## src/ypco_pkg.sv

```systemverilog
// ----------------------------------------------------------------------------
// ypco_pkg: shared constants for the yaw/pitch camera orientation block
// Field widths, command and register codes, reset pose and sine coefficients.
// ----------------------------------------------------------------------------
package ypco_pkg;

  localparam int ANGLE_BITS_DEF     = 16;
  localparam int TRIG_FRAC_BITS_DEF = 14;

  // transaction field widths
  localparam int KIND_W     = 3;
  localparam int AMOUNT_W   = 16;
  localparam int HEIGHT_W   = 32;
  localparam int POS_W      = 32;
  localparam int VEC_W      = 16;

  // configuration port
  localparam int CFG_IDX_W  = 2;
  localparam int CFG_DATA_W = 16;
  localparam int SPEED_W    = 16;
  localparam int ROT_STEP_W = 13;
  localparam int PLIMIT_W   = 14;

  localparam logic [CFG_IDX_W-1:0] CFG_MOVE_SPEED  = 2'd0;
  localparam logic [CFG_IDX_W-1:0] CFG_ROT_STEP    = 2'd1;
  localparam logic [CFG_IDX_W-1:0] CFG_PITCH_LIMIT = 2'd2;

  localparam logic [SPEED_W-1:0]    SPEED_RST    = 16'd6554;
  localparam logic [ROT_STEP_W-1:0] ROT_STEP_RST = 13'd364;
  localparam logic [PLIMIT_W-1:0]   PLIMIT_RST   = 14'd16202;

  // command codes
  localparam logic [KIND_W-1:0] KIND_YAW     = 3'd0;
  localparam logic [KIND_W-1:0] KIND_PITCH   = 3'd1;
  localparam logic [KIND_W-1:0] KIND_MOVE    = 3'd2;
  localparam logic [KIND_W-1:0] KIND_FLY     = 3'd3;
  localparam logic [KIND_W-1:0] KIND_HEIGHT  = 3'd4;
  localparam logic [KIND_W-1:0] KIND_RESTORE = 3'd5;

  // initial pose, Q16.16
  localparam logic signed [POS_W-1:0] POS_X_RST = 32'sd0;
  localparam logic signed [POS_W-1:0] POS_Y_RST = 32'sd707789;
  localparam logic signed [POS_W-1:0] POS_Z_RST = 32'sd655360;

  // shared multiplier operand width
  localparam int MUL_W = 32;

  // quarter-wave sine polynomial, Q30
  localparam logic [30:0] POLY_A    = 31'd1686629713;
  localparam logic [30:0] POLY_B    = 31'd688904866;
  localparam logic [30:0] POLY_C    = 31'd76016977;
  localparam logic [30:0] Q30_ONE   = 31'h4000_0000;

endpackage

```

## src/ypco_mul.sv

```systemverilog
// ----------------------------------------------------------------------------
// ypco_mul: shared signed multiplier
// One signed product per cycle, registered at the output.
// ----------------------------------------------------------------------------
module ypco_mul (
  input  logic                                 clk,
  input  logic signed [ypco_pkg::MUL_W-1:0]    op_a,
  input  logic signed [ypco_pkg::MUL_W-1:0]    op_b,
  output logic signed [2*ypco_pkg::MUL_W-1:0]  prod_r
);

  always_ff @(posedge clk) begin
    prod_r <= op_a * op_b;
  end

endmodule

```

## config.mk

```make
export PLATFORM = sky130hd
export DESIGN_NAME = ypco_mul
export DESIGN_NICKNAME = d
export VERILOG_FILES = /design/src/ypco_pkg.sv /design/src/ypco_mul.sv
export SDC_FILE = /design/constraint.sdc
export NUM_CORES = 2
export LEC_CHECK = 0
export BUFFER_PORTS_ARGS = -buffer_cell sky130_fd_sc_hd__buf_2
export CORE_MARGIN = 1
export CORE_UTILIZATION = 45
export DETAILED_ROUTE_END_ITERATION = 6
export GPL_TIMING_DRIVEN = 0
export HOLD_SLACK_MARGIN = 0.05
export SYNTH_ARGS = -nofsm -noshare
export SYNTH_HDL_FRONTEND = slang
export SYNTH_SLANG_ARGS = --single-unit
```

## constraint.sdc

```tcl
create_clock -name clk -period 8.3 [get_ports clk]
set_input_delay 1.245 -clock clk [delete_from_list [all_inputs] [get_ports clk]]
set_output_delay 1.245 -clock clk [all_outputs]
set_load 0.05 [all_outputs]
```

==> metrics.yaml <==
setup_path:
  end_kind: "flip-flop"
  required_ps: 8630
  crit_type: "in2reg"
  cp_max_fo: 10
  start_kind: "primary input"
  critical_path_arrival_ps: 8530
floorplan:
  placementRows: 105
  die-width_um: 290
  ios: 129
  core_um2: 82000
  start_util_pct: 45.4
  chipHeight_um: 290
  dieArea_um2: 83900
yosys:
  synth_top_family_by_area: "adder cells"
  synthSimpleGateAreaFrac_pct: 15.4
  synth-compound-area-share_pct: 3.46
  synth.cell_area_um2: 37200
  ys_ff_latch: 64
  syn_avg_cell_area_um2: 9.59
  seq_area_frac_synth_pct: 3.44
  yosysWarnings: 0
  synth_cell_type_count: 63
  synth-async-reset-ratio_pct: 0
  synth-xor-area-share_pct: 1.76
  synth_edf_count: 0
  synth_ff_type: "dfxtp_1"
  syn_nets: 5215
  synth_mux_area_share_pct: 0
  syn_inst: 3884
  synthAdderAreaFrac_pct: 64.3
finish:
  layout_common_cells: "fa_1, inv_1, and2_1"
  regMostFlops: "prod_r"
  fillers: 7762
  largest_register_ffs: 64
  layout-drive-gt1-share_pct: 13.3
  layout.cells.most_common: "fa_1"
  reg.largest.list: "prod_r x64"
  num-nets-final: 5424
  final_cell_area_um2: 42100
  areaGrowthSynthToFinish_pct: 13.1
routing:
  vias_per_cell: 5.27
  wire_per_inst_um: 25.0
  ant_nets: 0
  wl_met2_mm: 60.8
  top_layer: "met5"
  drc: 2
  wl_mm: 129
  firstDrtPassIters: 7
  met3_length_mm: 10.3
  drtIter0Drc: 1966
  vias: 27300
  wl_met1_mm: 50.9
timing:
  finalSetupViolCount: 0
  worst_pin_slew_ps: 754
  rsz0062_at_grt: "yes"
  fmax_ghz: 0.122
  maxSlewViolCount: 0
  min_period_ps: 8200
  finalHoldViolCount: 0
  max_slew_margin_pct: 49.7
  min_period_over_period_pct: 98.8
global_routing:
  grt_pass1_wl_mm: 193
  overflow: 0
  antenna_found_initial: 16
  grt_usage_pct: 32.4
  grt_pass1_vias: 29200
  grt_start_max_net_pins: 23
worst_hold_path:
  hp-class: "in2reg"
  holdPathEnd: "prod_r[0]"
  min_from: "op_b[0]"
  min_delay_path_depth: 2
clock_tree:
  cts_root_buf: "clkbuf_16"
  cts_made_buffers: 9
  ctsLongestPathBuffers: 2
  cts_tree: "built"
  cts.sink_count: 64
  htreeDepth: 3
  ctsHoldBuffers: 0
  clk_pin_slew_ps: 60
placed_design:
  place_area_um2: 39300
  place_congestion: 1.06
  dpl.hpwl_mm: 111
  numPortBuffers: 128
status:
  run_status: "complete, but fails checks"
  failed_checks: "DRC"
run:
  maxCapViolations: 0
## synth_stat cells (2+ instances only)
cell type / number / area share, %
nand3_1: 15 / 0.20
clkbuf_1: 195 / 2.0
and4_1: 3 / 0.071
nand2b_1: 9 / 0.15
and3_1: 7 / 0.12
o31ai_1: 6 / 0.12
o22a_1: 2 / 0.047
nand4_1: 7 / 0.12
o21a_1: 4 / 0.081
buf_1: 2 / 0.020
xor2_1: 22 / 0.52
nand2_1: 511 / 5.2
a21oi_1: 68 / 0.91
nor2b_1: 3 / 0.050
o21bai_1: 15 / 0.30
a21o_2: 2 / 0.047
a21o_1: 23 / 0.46
xnor2_1: 53 / 1.2
nor2_1: 42 / 0.42
nor3_1: 6 / 0.081
o211ai_1: 3 / 0.060
a211oi_1: 4 / 0.081
fa_1: 1082 / 58
and2_1: 516 / 8.7
a21boi_0: 3 / 0.060
dfxtp_1: 64 / 3.4
inv_1: 952 / 9.6
or3_1: 4 / 0.067
o21ai_2: 2 / 0.047
a211oi_2: 3 / 0.10
buf_2: 3 / 0.040
a31oi_1: 12 / 0.20
ha_1: 184 / 6.2
o21ai_0: 28 / 0.38
## cell families after synthesis
family	count (synthesis)
buf+inv	1152
compound gates	193
xor+xnor	75
fa+ha+maj	1266
flops	64
simple gates	1134
## routing by layer
metal | vias to the layer above | global-route usage (%)
met1 | 14400 | 43.0
met3 | 283 | 5.40
met5 | - | 0
li1 | 11500 | -
met4 | 16 | 15.0
met2 | 1121 | 52.2
## cell type report
| class | count | area [µm²] | share of cell area [%] |
|---|---|---|---|
| flip-flops and latches | 64 | 1280 | 3.04 |
| clock inverters | 5 | 80.1 | 0.190 |
| plain buffers | 195 | 1810 | 4.29 |
| repair buffers | 203 | 1410 | 3.34 |
| inverters | 952 | 3590 | 8.53 |
| well taps | 1070 | 1340 | 3.18 |
| diodes | 5 | 12.5 | 0.0297 |
| clock buffers | 11 | 243 | 0.576 |
| multi-input cells | 2668 | 32400 | 76.8 |
## timing repair
item	4_1_cts	5_1_grt
gates resized for setup	422	279
setup endpoints to repair	40	24
pin swaps	30	50
setup buffers	34	41
## worst max-delay path: stages
cell	delay [ps]
buf_2	190
buf_4	260
nand2_1	120
fa_1	540
inv_1	50
fa_1	500
fa_2	670
fa_1	530
fa_1	540
fa_1	610
fa_1	450
fa_1	480
ha_1	270
buf_2	170
a21o_1	220
a31oi_4	170
nor2_1	80
a2111oi_2	250
o22a_1	180
o211ai_1	80
buf_4	190
a2111oi_2	310
o21bai_1	100
a21oi_1	160
xnor2_1	150
## worst max-delay path by stage
stage | endpoint | from | cells after the start | slack (ps)
2_1_floorplan | prod_r[62] | op_b[5] | 26 | -1
3_3_place_gp | prod_r[60] | op_b[3] | 25 | -2510
3_5_place_dp | prod_r[60] | op_b[3] | 25 | -2500
4_1_cts | prod_r[61] | op_b[3] | 26 | 1
5_1_grt | prod_r[60] | op_a[30] | 27 | -190
6_report | prod_r[60] | op_b[23] | 25 | 100
## stage by stage
stage                     std cells  setup TNS (ps)  setup WS [ps]  utilization (%)  hold WS, ps
after global routing           5168            -562           -194             51.4         1240
after CTS                      5128               0           1.20             50.1         1260
after global placement         5082          -57590          -2510             47.9         1700
final                          5173               0           96.2             51.4         1250
after detailed placement       5082          -59210          -2500             47.9         1700
after floorplan                3884           -1.09          -1.09                -         1370
Power is not shown: default switching activity piles up to over one toggle a cycle in this logic, so the estimate is an artifact.
